**src/design/assert_macros.svh**
```systemverilog
`ifndef ASSERT_MACROS_SVH
`define ASSERT_MACROS_SVH

// Concurrent check on clk_i, masked while rst_ni is low.
`define PQS_ASSERT(lbl, prop, msg) \
  lbl: assert property (@(posedge clk_i) disable iff (!rst_ni) prop) \
    else $error(msg);

// Condition that must never be seen.
`define PQS_ASSERT_NEVER(lbl, expr, msg) \
  `PQS_ASSERT(lbl, !(expr), msg)

`endif

```
**src/design/pqs_pkg.sv**
```systemverilog
package pqs_pkg;

  localparam int MAX_TASKS  = 16;
  localparam int IDX_W      = (MAX_TASKS > 1) ? $clog2(MAX_TASKS) : 1;
  localparam int CNT_W      = $clog2(MAX_TASKS + 1);
  localparam int CFG_ADDR_W = 1;
  localparam int CFG_DATA_W = 16;

  typedef enum logic [0:0] {
    FUNC_LOAD = 1'b0,
    FUNC_STEP = 1'b1
  } pqs_func_e;

  typedef enum logic [CFG_ADDR_W-1:0] {
    CFG_QUANTUM    = 1'b0,
    CFG_TASK_COUNT = 1'b1
  } pqs_cfg_e;

  typedef enum logic [1:0] {
    ST_IDLE,
    ST_SCAN,
    ST_COMMIT,
    ST_OUT
  } pqs_state_e;

  typedef struct packed {
    pqs_func_e   func;
    logic [3:0]  entry_index;
    logic [7:0]  task_name;
    logic [15:0] arrival;
    logic [15:0] work;
    logic [7:0]  prio;
  } pqs_in_t;

  typedef struct packed {
    logic [3:0]  chosen_index;
    logic [7:0]  chosen_name;
    logic [31:0] slice_start;
    logic [15:0] slice_length;
    logic        idle;
    logic        finished;
    logic        all_done;
  } pqs_out_t;

  typedef struct packed {
    logic [7:0]  name;
    logic [15:0] arrival;
    logic [15:0] work;
    logic [7:0]  prio;
  } pqs_entry_t;

  typedef struct packed {
    logic load;
    logic start;
    logic issue;
    logic commit;
  } pqs_cmd_t;

  typedef struct packed {
    logic scan_end;
  } pqs_status_t;

endpackage

```
**src/design/pqs_dp.sv**
```systemverilog
`include "assert_macros.svh"

module pqs_dp (
  input  logic                          clk_i,
  input  logic                          rst_ni,
  input  pqs_pkg::pqs_cmd_t             cmd_i,
  output pqs_pkg::pqs_status_t          status_o,
  input  pqs_pkg::pqs_in_t              in_data_i,
  input  logic                          cfg_we_i,
  input  logic [pqs_pkg::CFG_ADDR_W-1:0] cfg_addr_i,
  input  logic [pqs_pkg::CFG_DATA_W-1:0] cfg_wdata_i,
  output pqs_pkg::pqs_out_t             out_data_o
);
  import pqs_pkg::*;

  logic [15:0]      quantum_q;
  logic [4:0]       task_count_q;
  logic [31:0]      now_q;
  logic [CNT_W-1:0] idx_q;
  logic [CNT_W-1:0] n_used;
  logic             rd_vld_q;
  logic [IDX_W-1:0] rd_idx_q;
  pqs_entry_t       rd_q;
  logic             have_q;
  logic             any_q;
  pqs_entry_t       best_q;
  logic [IDX_W-1:0] best_idx_q;
  pqs_out_t         out_q;
  pqs_out_t         out_d;

  pqs_entry_t       mem_q [MAX_TASKS];
  logic             wr_en;
  logic [IDX_W-1:0] wr_addr;
  pqs_entry_t       wr_data;
  logic             load_ok;

  logic             cand_ready;
  logic             take;
  logic [15:0]      q_eff;
  logic [15:0]      run;
  logic [15:0]      new_work;
  logic [15:0]      adv;
  logic [32:0]      sum;
  logic [31:0]      now_next;

  always_comb begin
    if (32'(task_count_q) > 32'(MAX_TASKS)) begin
      n_used = CNT_W'(MAX_TASKS);
    end else begin
      n_used = CNT_W'(task_count_q);
    end
  end

  assign status_o.scan_end = (idx_q == n_used);

  // candidate compare
  assign cand_ready = (rd_q.work != 16'd0) && ({16'd0, rd_q.arrival} <= now_q);
  assign take = cand_ready &&
                (!have_q || (rd_q.prio > best_q.prio) ||
                 ((rd_q.prio == best_q.prio) && (rd_q.arrival < best_q.arrival)));

  // slice arithmetic
  assign q_eff    = (quantum_q == 16'd0) ? 16'd1 : quantum_q;
  assign run      = (best_q.work < q_eff) ? best_q.work : q_eff;
  assign new_work = best_q.work - run;
  assign adv      = have_q ? run : q_eff;
  assign sum      = {1'b0, now_q} + {17'd0, adv};
  assign now_next = sum[32] ? '1 : sum[31:0];

  always_comb begin
    out_d = '0;
    if (!any_q) begin
      out_d.all_done = 1'b1;
    end else begin
      out_d.slice_start = now_q;
      if (have_q) begin
        out_d.chosen_index = 4'(best_idx_q);
        out_d.chosen_name  = best_q.name;
        out_d.slice_length = run;
        out_d.finished     = (new_work == 16'd0);
      end else begin
        out_d.slice_length = q_eff;
        out_d.idle         = 1'b1;
      end
    end
  end

  // table write port: load or work update
  assign load_ok = (32'(in_data_i.entry_index) < 32'(MAX_TASKS));
  assign wr_en   = (cmd_i.load && load_ok) || (cmd_i.commit && any_q && have_q);

  always_comb begin
    if (cmd_i.load) begin
      wr_addr = IDX_W'(in_data_i.entry_index);
      wr_data = {in_data_i.task_name, in_data_i.arrival, in_data_i.work, in_data_i.prio};
    end else begin
      wr_addr = best_idx_q;
      wr_data = {best_q.name, best_q.arrival, new_work, best_q.prio};
    end
  end

  always_ff @(posedge clk_i) begin
    if (wr_en) begin
      mem_q[wr_addr] <= wr_data;
    end
    if (cmd_i.issue) begin
      rd_q     <= mem_q[idx_q[IDX_W-1:0]];
      rd_idx_q <= idx_q[IDX_W-1:0];
    end
    if (rd_vld_q && take) begin
      best_q     <= rd_q;
      best_idx_q <= rd_idx_q;
    end
  end

  always_ff @(posedge clk_i or negedge rst_ni) begin
    if (!rst_ni) begin
      quantum_q    <= 16'd2;
      task_count_q <= '0;
      now_q        <= '0;
      idx_q        <= '0;
      rd_vld_q     <= 1'b0;
      have_q       <= 1'b0;
      any_q        <= 1'b0;
      out_q        <= '0;
    end else begin
      if (cfg_we_i) begin
        unique case (cfg_addr_i)
          CFG_QUANTUM:    quantum_q    <= cfg_wdata_i;
          CFG_TASK_COUNT: task_count_q <= cfg_wdata_i[4:0];
          default: ;
        endcase
      end
      rd_vld_q <= cmd_i.issue;
      if (cmd_i.start) begin
        idx_q  <= '0;
        have_q <= 1'b0;
        any_q  <= 1'b0;
      end else begin
        if (cmd_i.issue) begin
          idx_q <= idx_q + CNT_W'(1);
        end
        if (rd_vld_q) begin
          if (rd_q.work != 16'd0) begin
            any_q <= 1'b1;
          end
          if (take) begin
            have_q <= 1'b1;
          end
        end
      end
      if (cmd_i.load) begin
        now_q <= '0;
      end else if (cmd_i.commit) begin
        out_q <= out_d;
        if (any_q) begin
          now_q <= now_next;
        end
      end
    end
  end

  assign out_data_o = out_q;

  `PQS_ASSERT(a_load_clears_now, cmd_i.load |=> (now_q == '0), "load did not clear clock")
  `PQS_ASSERT(a_done_keeps_now, (cmd_i.commit && !any_q) |=> $stable(now_q),
              "clock moved on all-done")
  `PQS_ASSERT_NEVER(a_commit_undrained, cmd_i.commit && rd_vld_q,
                    "commit with a scan read still pending")
  `PQS_ASSERT(a_flags_excl, $onehot0({out_q.idle, out_q.finished, out_q.all_done}),
              "result flags overlap")

endmodule

```
**src/design/pqs_ctrl.sv**
```systemverilog
`include "assert_macros.svh"

module pqs_ctrl (
  input  logic                 clk_i,
  input  logic                 rst_ni,
  input  logic                 in_valid_i,
  input  pqs_pkg::pqs_func_e   in_func_i,
  output logic                 in_stall_o,
  output logic                 out_valid_o,
  input  logic                 out_stall_i,
  input  pqs_pkg::pqs_status_t status_i,
  output pqs_pkg::pqs_cmd_t    cmd_o
);
  import pqs_pkg::*;

  pqs_state_e state_q;
  pqs_state_e state_d;

  always_ff @(posedge clk_i or negedge rst_ni) begin
    if (!rst_ni) begin
      state_q <= ST_IDLE;
    end else begin
      state_q <= state_d;
    end
  end

  always_comb begin
    state_d     = state_q;
    cmd_o       = '0;
    in_stall_o  = 1'b1;
    out_valid_o = 1'b0;
    unique case (state_q)
      ST_IDLE: begin
        in_stall_o = 1'b0;
        if (in_valid_i) begin
          if (in_func_i == FUNC_LOAD) begin
            cmd_o.load = 1'b1;
          end else begin
            cmd_o.start = 1'b1;
            state_d     = ST_SCAN;
          end
        end
      end
      ST_SCAN: begin
        if (status_i.scan_end) begin
          state_d = ST_COMMIT;
        end else begin
          cmd_o.issue = 1'b1;
        end
      end
      ST_COMMIT: begin
        cmd_o.commit = 1'b1;
        state_d      = ST_OUT;
      end
      ST_OUT: begin
        out_valid_o = 1'b1;
        if (!out_stall_i) begin
          state_d = ST_IDLE;
        end
      end
      default: state_d = ST_IDLE;
    endcase
  end

  `PQS_ASSERT(a_out_to_idle, (state_q == ST_OUT && !out_stall_i) |=> (state_q == ST_IDLE),
              "result beat taken but controller not idle")
  `PQS_ASSERT(a_cmd_excl, $onehot0({cmd_o.load, cmd_o.start, cmd_o.issue, cmd_o.commit}),
              "overlapping datapath commands")

endmodule

```
**src/design/priority_quantum_scheduler_top.sv**
```systemverilog
// Channel  Direction  Handshake             Payload
// in       input      in_valid_i/in_stall_o    pqs_in_t (load or step beat)
// out      output     out_valid_o/out_stall_i  pqs_out_t (one beat per step)
// cfg      input      cfg_we_i                 cfg_addr_i, cfg_wdata_i
//
// A load beat leaves the controller idle; the next beat is accepted in the following cycle.
// A step beat scans the first min(task_count,16) table entries in turn through the
// single table read port, registers each read and compares it, then updates the
// chosen entry and registers the result. The next beat is taken once the result leaves.
// rst_ni clears control, clock and count at once, sets quantum to 2; table not cleared.
// A stalled result holds in the output register; input stays stalled meanwhile.
module priority_quantum_scheduler_top (
  input  logic                           clk_i,
  input  logic                           rst_ni,
  input  logic                           in_valid_i,
  output logic                           in_stall_o,
  input  pqs_pkg::pqs_in_t               in_data_i,
  output logic                           out_valid_o,
  input  logic                           out_stall_i,
  output pqs_pkg::pqs_out_t              out_data_o,
  input  logic                           cfg_we_i,
  input  logic [pqs_pkg::CFG_ADDR_W-1:0] cfg_addr_i,
  input  logic [pqs_pkg::CFG_DATA_W-1:0] cfg_wdata_i
);
  import pqs_pkg::*;

  pqs_cmd_t    cmd;
  pqs_status_t status;

  pqs_ctrl u_ctrl (
    .clk_i       (clk_i),
    .rst_ni      (rst_ni),
    .in_valid_i  (in_valid_i),
    .in_func_i   (in_data_i.func),
    .in_stall_o  (in_stall_o),
    .out_valid_o (out_valid_o),
    .out_stall_i (out_stall_i),
    .status_i    (status),
    .cmd_o       (cmd)
  );

  pqs_dp u_dp (
    .clk_i       (clk_i),
    .rst_ni      (rst_ni),
    .cmd_i       (cmd),
    .status_o    (status),
    .in_data_i   (in_data_i),
    .cfg_we_i    (cfg_we_i),
    .cfg_addr_i  (cfg_addr_i),
    .cfg_wdata_i (cfg_wdata_i),
    .out_data_o  (out_data_o)
  );

endmodule
```
**config.mk**
```make
export PLATFORM = sky130hd
export DESIGN_NAME = priority_quantum_scheduler_top
export DESIGN_NICKNAME = d
export VERILOG_FILES = /design/src/design/pqs_pkg.sv /design/src/design/pqs_dp.sv /design/src/design/pqs_ctrl.sv /design/src/design/priority_quantum_scheduler_top.sv
export VERILOG_INCLUDE_DIRS = /design/src /design/src/design
export SDC_FILE = /design/constraint.sdc
export NUM_CORES = 1
export LEC_CHECK = 0
export ABC_AREA = 1
export BUFFER_PORTS_ARGS = -buffer_cell sky130_fd_sc_hd__buf_2
export CAP_MARGIN = 5
export CORE_MARGIN = 8
export CORE_UTILIZATION = 30
export CTS_CLUSTER_SIZE = 40
export DETAILED_ROUTE_END_ITERATION = 12
export GPL_TIMING_DRIVEN = 0
export SETUP_SLACK_MARGIN = 0.3
export SLEW_MARGIN = 20
export SYNTH_ARGS = -nofsm -noshare
export SYNTH_HDL_FRONTEND = slang
export SYNTH_SLANG_ARGS = --single-unit
```
**constraint.sdc**
```tcl
create_clock -name clk_i -period 4.55 [get_ports clk_i]
set_input_delay 0.91 -clock clk_i [delete_from_list [all_inputs] [get_ports clk_i]]
set_output_delay 0.91 -clock clk_i [all_outputs]
set_load 0.02 [all_outputs]
```
======== Word-level counts from Yosys, hierarchy flattened ========
Memory sizes are Yosys's and may differ from the RTL's. A register that Yosys moved wholly into a read port is not among the register bits.
Index checks and enable logic that the tools add are counted.
W data, S select, Z words.
cells by class
  $lt $le $gt $ge ......................... 5
  shifts and indexed selects .............. 0
  bitwise logic cells ..................... 2
  add/subtract/negate cells ............... 3
  reduce and logical (&&, ||, !) cells .... 27
  muxes and demuxes ....................... 39
  multiply operators ...................... 0
  equality and inequality tests ........... 9
  divide/modulo/power cells ............... 0
operator list
  cell                   count
  $mux W32               4
  $mux W62               1
  $mux W16               3
  $mux W48               1
  $add A32 B16 Y33       1
  $le A16 B32 Y1         1
  $logic_not A16 Y1      2
  $lt A16 B16 Y1         2
  $mux W1                18
  $reduce_bool A16 Y1    1
  $sub A16 B16 Y16       1
  $mux W5                3
  $mux W12               1
  $mux W2                6
  $reduce_and A2 Y1      6
  $reduce_bool A2 Y1     6
  $eq A8 B8 Y1           1
  $gt A8 B8 Y1           1
  $ne A2 B2 Y1 const B   4
  $pmux W2 S4            1
  $logic_and A1 B1 Y1    6
  $add A5 B1 Y5 const B  1
  $eq A5 B5 Y1           1
  $gt A5 B5 Y1 const B   1
  8 further kinds        12
storage, ports and cells
  logic and storage cells ................. 107
  latch bits .............................. 0
  ROM bits ................................ 0
  bits of input ports ..................... 75
  register bits ........................... 182
  bits in writable memories ............... 768
  output and inout port bits .............. 65
  memories ................................ 1
memory list
  memory      depth  bits a word  rd ports  clocked after Yosys merged registers in  wr ports  line          text
  u_dp.mem_q  16     48           1         1                                        1         pqs_dp.sv:31  pqs_entry_t mem_q [MAX_TASKS];

======== Longest topological paths before layout ========
  depth in word-level cells ............... 10
  mapped depth ............................ 35
  mapped depth without buffers ............ 34

======== Hierarchy ========
From an unflattened synthesis, not the netlist that was laid out.
second synthesis, totals
  cells, all modules ...................... 3,508
  area, all modules ....................... 41,939.0 um^2
modules (own cells, without submodules)
  module    sequential area each (um^2)  cells each  times used  area each (um^2)
  pqs_dp    29,289.3                     3,477       1           41,711.3
  pqs_ctrl  50.0                         31          1           227.7

======== Worst setup path before layout ========
No wires, ideal clock.
  kind .................................... input to register
  from .................................... input in_valid_i
  to ...................................... memory u_dp.mem_q[0][0] (netlist name), enable pin
  stages on the path ...................... 6
  path slack .............................. 0.125 ns
  data required time ...................... 4.096 ns
  library setup time ...................... 0.454 ns
  buffers on the path ..................... 0
  data arrival time ....................... 3.971 ns
  cell sequence ........................... inv_1 > nor3_4 > clkinv_1 > o21ai_0 > nand3_1 > nor2_1
on the way
  cells in the longest elaborated chain, start to end .. 5
  elaborated cells on any way between the ends .. 6
  those cells by class .................... 5 x mux; 1 x reduce/logical
ends and longest elaborated chain
  item                           line                                  text
  start, declared                priority_quantum_scheduler_top.sv:15  input logic in_valid_i,
  $mux W2 (*)                    pqs_ctrl.sv:35                        if (in_valid_i) begin
  $mux W2 (*)                    pqs_ctrl.sv:32                        unique case (state_q)
  $logic_or A1 B1 Y1             pqs_dp.sv:90                          assign wr_en = (cmd_i.load && load_ok) || (cmd_i.commit && any_q && have_q);
  $mux W1                        pqs_dp.sv:103                         if (wr_en) begin
  $mux W1 (implied by the code)  pqs_dp.sv:104                         mem_q[wr_addr] <= wr_data;
  end, declared                  pqs_dp.sv:31
Every way passes the cells marked *; elsewhere a longest branch is shown, timed or not.

======== Final worst setup path ========
  from .................................... register u_dp.quantum_q[11]
  to ...................................... register u_dp.now_q[18]
on the way
  cells in the longest elaborated chain, start to end .. 10
ends and longest elaborated chain
  item                    line           text
  start, declared         pqs_dp.sv:16   logic [15:0] quantum_q;
  start signal, assigned  pqs_dp.sv:129  CFG_QUANTUM: quantum_q <= cfg_wdata_i;
  $logic_not A16 Y1       pqs_dp.sv:63   assign q_eff = (quantum_q == 16'd0) ? 16'd1 : quantum_q;
  $mux W16 (*)            pqs_dp.sv:63
  $lt A16 B16 Y1          pqs_dp.sv:64   assign run = (best_q.work < q_eff) ? best_q.work : q_eff;
  $mux W16                pqs_dp.sv:64
  $mux W16 (*)            pqs_dp.sv:66   assign adv = have_q ? run : q_eff;
  $add A32 B16 Y33 (*)    pqs_dp.sv:67   assign sum = {1'b0, now_q} + {17'd0, adv};
  $mux W32 (*)            pqs_dp.sv:68   assign now_next = sum[32] ? '1 : sum[31:0];
  $mux W32 (*)            pqs_dp.sv:156  if (any_q) begin
  $mux W32 (*)            pqs_dp.sv:154  end else if (cmd_i.commit) begin
  $mux W32 (*)            pqs_dp.sv:152  if (cmd_i.load) begin
  end signal, assigned    pqs_dp.sv:157  now_q <= now_next;
  end, declared           pqs_dp.sv:18   logic [31:0] now_q;
Every way passes the cells marked *; elsewhere a longest branch is shown, timed or not. The select of a mux whose other input is x is not followed.
A chain may end at the register's enable or synchronous reset.

==> qor.yml <==
syn_avg_cell_area_um2: 12.34
period_needed_ns: 4.192
fin_worst_skew_ns: 0.05085
ir_drop_mv: 0.4434
p_seq_share_pct: 37.7
grt_max_degree: 66
rsz0062_at_grt: "true"
cp.required_ns: 5.07
ant_nets: 0
synth_area_um2: 42180
grt_pass1_wl_mm: 186.2
holdBufCountCts: 0
seq_area_frac_synth_pct: 69.56
io_pins: 140
power.internal_w: 0.02206
crit_path_end: "u_dp.now_q[18]$_DFFE_PN0P_"
maxSlewHeadroom_pct: 19.88
power_frac_comb_pct: 40.7
dr.pass1.iters: 6
vias: 29114
grt_pass1_vias: 28144
synth_cells: 3419
reg2reg_to: "u_dp.now_q[18]$_DFFE_PN0P_"
nNetsFinal: 3906
dpl_worst_slack_ns: -0.4926
setup_viol: 0
clk_latency_ns: 0.70
crit_family: "compound AO/OA/AOI/OAI gates"
cp-end-kind: "register"
maxSlewViolCount: 0
global_route.usage.met2_pct: 25.36
clk_path_buf_depth: 3
synth_flop_cell: "edfxtp_1"
finalWorstSetupSlack_ns: 0.3582
first_iter_violations: 3160
rr_startpoint: "u_dp.quantum_q[11]$_DFFE_PN0P_"
reg2regPathDepth: 25
grt-busiest-layer: "met2"
leakage_nw: 17.87
grt_use_met3_pct: 3.808
power.share.clock_pct: 21.6
synth_edf_count: 872
grt_overflow: 0
reg2reg_setup_slack_ns: 0.36
p_sw_share_pct: 40.66
startpoint: "u_dp.quantum_q[11]$_DFFE_PN0P_"
drcViolationCount: 0
async_flop_share_pct: 12.63
cp.depth: 25
antenna_found_initial: 6
status: "complete, no violations"
fp.dieArea_um2: 152900
p_switching_w: 0.01511
final_cells: 5700
tightest_slew_ns: 1.202
critPathBufInv: 4
cts_tree: "built"
arrival_ns: 4.71
row_count: 137
cts_buffers: 100
critPathMaxStageDelay_ns: 0.38
dieHeight_um: 391.0
die-width_um: 391.0
max_freq_ghz: 0.2386
placedCellCount: 5492
hpwl_mm: 91.23
grt_usage_pct: 16.19
syn_nets: 3587
cts-root-buf: "clkbuf_16"
drive_gt1_share_pct: 13.17
power_per_cell_area_nw_per_um2: 741.8
ys_ff_latch: 998
clkSinkCount: 998
critPathMaxFanout: 6
core_area_um2: 139500
initial_utilization_pct: 30.23
hp-class: "input pin to async pin"
htree_levels: 3
cap_violations: 0
gp_congestion: 0.8715
routedWlPerCell_um: 22.61
syn_to_final_growth_pct: 18.78
clk_pin_slew_worst_paths_ns: 0.06
yosysWarnings: 0
path_class: "register to register"
gr-usage-met1_pct: 22.56
io_buffers: 139
finalCritPeriodShare_pct: 92.13
critPathSlowestCell: "dfrtp_1"
routed_wirelength_mm: 128.9
hold_violations: 0
viasPerCell: 5.108
ys_types: 51
crit_path_start_kind: "register"
-- power by group through the flow --
stage               registers [W]  logic [W]  clock network, W
floorplan                  0.0143    0.00830                 0
global placement           0.0143     0.0136                 0
detailed placement         0.0142     0.0145                 0
CTS                        0.0140     0.0147           0.00812
global route               0.0141     0.0164           0.00846
finish                     0.0140     0.0151           0.00803
-- what timing repair did --
action / CTS / global route
setup endpoints to repair: 703 / 145
cloned: 1 / 1
gates resized for setup: 25 / 64
setup buffers: 10 / 8
pin swaps: 7 / 25
-- cells in the final DEF (no fill, tap or decap), types with 72 or more instances in the layout --
cell and instances:
buf_2 171, nor2_1 461, ha_1 89, edfxtp_1 872, o221ai_1 87, a21oi_1 72
mux2i_1 85, dfrtp_1 124, inv_1 156, clkbuf_1 161, nand2_1 457, clkbuf_16 103
nand3_1 150, o21ai_0 291, o32ai_1 107
-- cell usage after synthesis (6+ instances only) --
cell	number	share of area, %
nand2_2	6	0.089
nor3_1	20	0.24
nor4_1	6	0.089
edfxtp_1	872	62
inv_1	163	1.5
nor2_1	479	4.3
nand3_1	151	1.8
o32ai_1	107	2.2
mux2i_1	85	2.0
o21ai_0	356	4.2
nand4_1	20	0.30
o221ai_1	87	1.8
nand2_1	465	4.1
ha_1	91	2.7
dfrtp_1	125	7.4
o21ai_1	8	0.095
a21oi_1	75	0.89
clkbuf_1	141	1.3
o21ai_2	17	0.35
o211ai_1	13	0.23
buf_2	34	0.40
a21boi_0	12	0.21
xnor2_1	7	0.15
xor2_1	20	0.42
-- worst min path at each step --
stage | cells past startpoint | from | slack (ns) | endpoint
after floorplan | 0 | u_dp.rd_idx_q[0]$_DFFE_PP_ | 0.40 | u_dp.best_idx_q[0]$_DFFE_PP_
after global placement | 0 | u_dp.rd_idx_q[3]$_DFFE_PP_ | 0.40 | u_dp.best_idx_q[3]$_DFFE_PP_
after detailed placement | 0 | u_dp.rd_idx_q[3]$_DFFE_PP_ | 0.41 | u_dp.best_idx_q[3]$_DFFE_PP_
after CTS | 1 | rst_ni | 0.23 | u_dp.out_data_o[37]$_DFFE_PN0P_
after global routing | 1 | rst_ni | 0.25 | u_dp.out_data_o[38]$_DFFE_PN0P_
final | 1 | rst_ni | 0.23 | u_dp.out_data_o[38]$_DFFE_PN0P_
-- metal layers --
layer,wire length [um],vias up
met5,13,-
met4,3339,2
met3,13330,198
met2,57740,1338
met1,54450,14431
li1,-,13145
-- per-stage QoR --
step           area, um^2  utilization (%)  hold slack, ns  TNS (ns)  power, W
5_1_grt             50090            35.90          0.2483         0   0.03898
3_5_place_dp        46530            33.35          0.4052   -124.07   0.02867
4_1_cts             49860            35.73          0.2314         0   0.03682
6_report            50100            35.91          0.2322         0   0.03717
3_3_place_gp        45230            32.41          0.4004  -2721.45   0.02796
2_1_floorplan       42180                -          0.4003         0   0.02256
-- layout make-up --
class | count | area, um^2
clock buffer | 127 | 2666
clock inverter | 56 | 514.2
tap | 1876 | 2347
timing repair buffer | 217 | 2009
sequential | 998 | 29340
antenna | 5 | 12.51
buffer | 185 | 798.3
fill | 13605 | 89430
multi-input combinational | 2067 | 11770
inverter | 169 | 639.4
-- cell families (layout without fill, tap and decap cells) --
family          count (synthesis)  in the layout  share of synthesized area, %
simple gates                 1162           1162                         11.23
flops                         998            998                         69.56
compound gates                700            700                         10.49
buf+inv                       354            754                         3.346
fa+ha+maj                      93             93                         2.794
mux                            85             85                         2.017
xor+xnor                       27             27                        0.5607
other cells                     0              5                             0
-- worst register-to-register path: cells and delay by family, from the launching register on --
kind                     cells  cell delay, ns
AO/OA/AOI/OAI                8            1.18
flip-flops                   1            0.38
adder cells (fa/ha/maj)      3            0.92
buffers and inverters        4            0.41
XOR/XNOR                     1            0.15
AND/OR/NAND/NOR              9            1.02
-- state kept, by name (all words and copies together), names as in the netlist --
name,flops
u_dp.idx_q,5
u_dp.mem_q,768
u_dp.quantum_q,16
u_dp.out_data_o,63
u_dp.best_q,48
u_dp.now_q,32
u_dp.rd_q,48
u_ctrl.state_q,2
u_dp.rd_idx_q,4
u_dp.have_q,1
u_dp.task_count_q,5
u_dp.any_q,1
u_dp.best_idx_q,4
u_dp.rd_vld_q,1
Power figures use the tool's default switching activity.
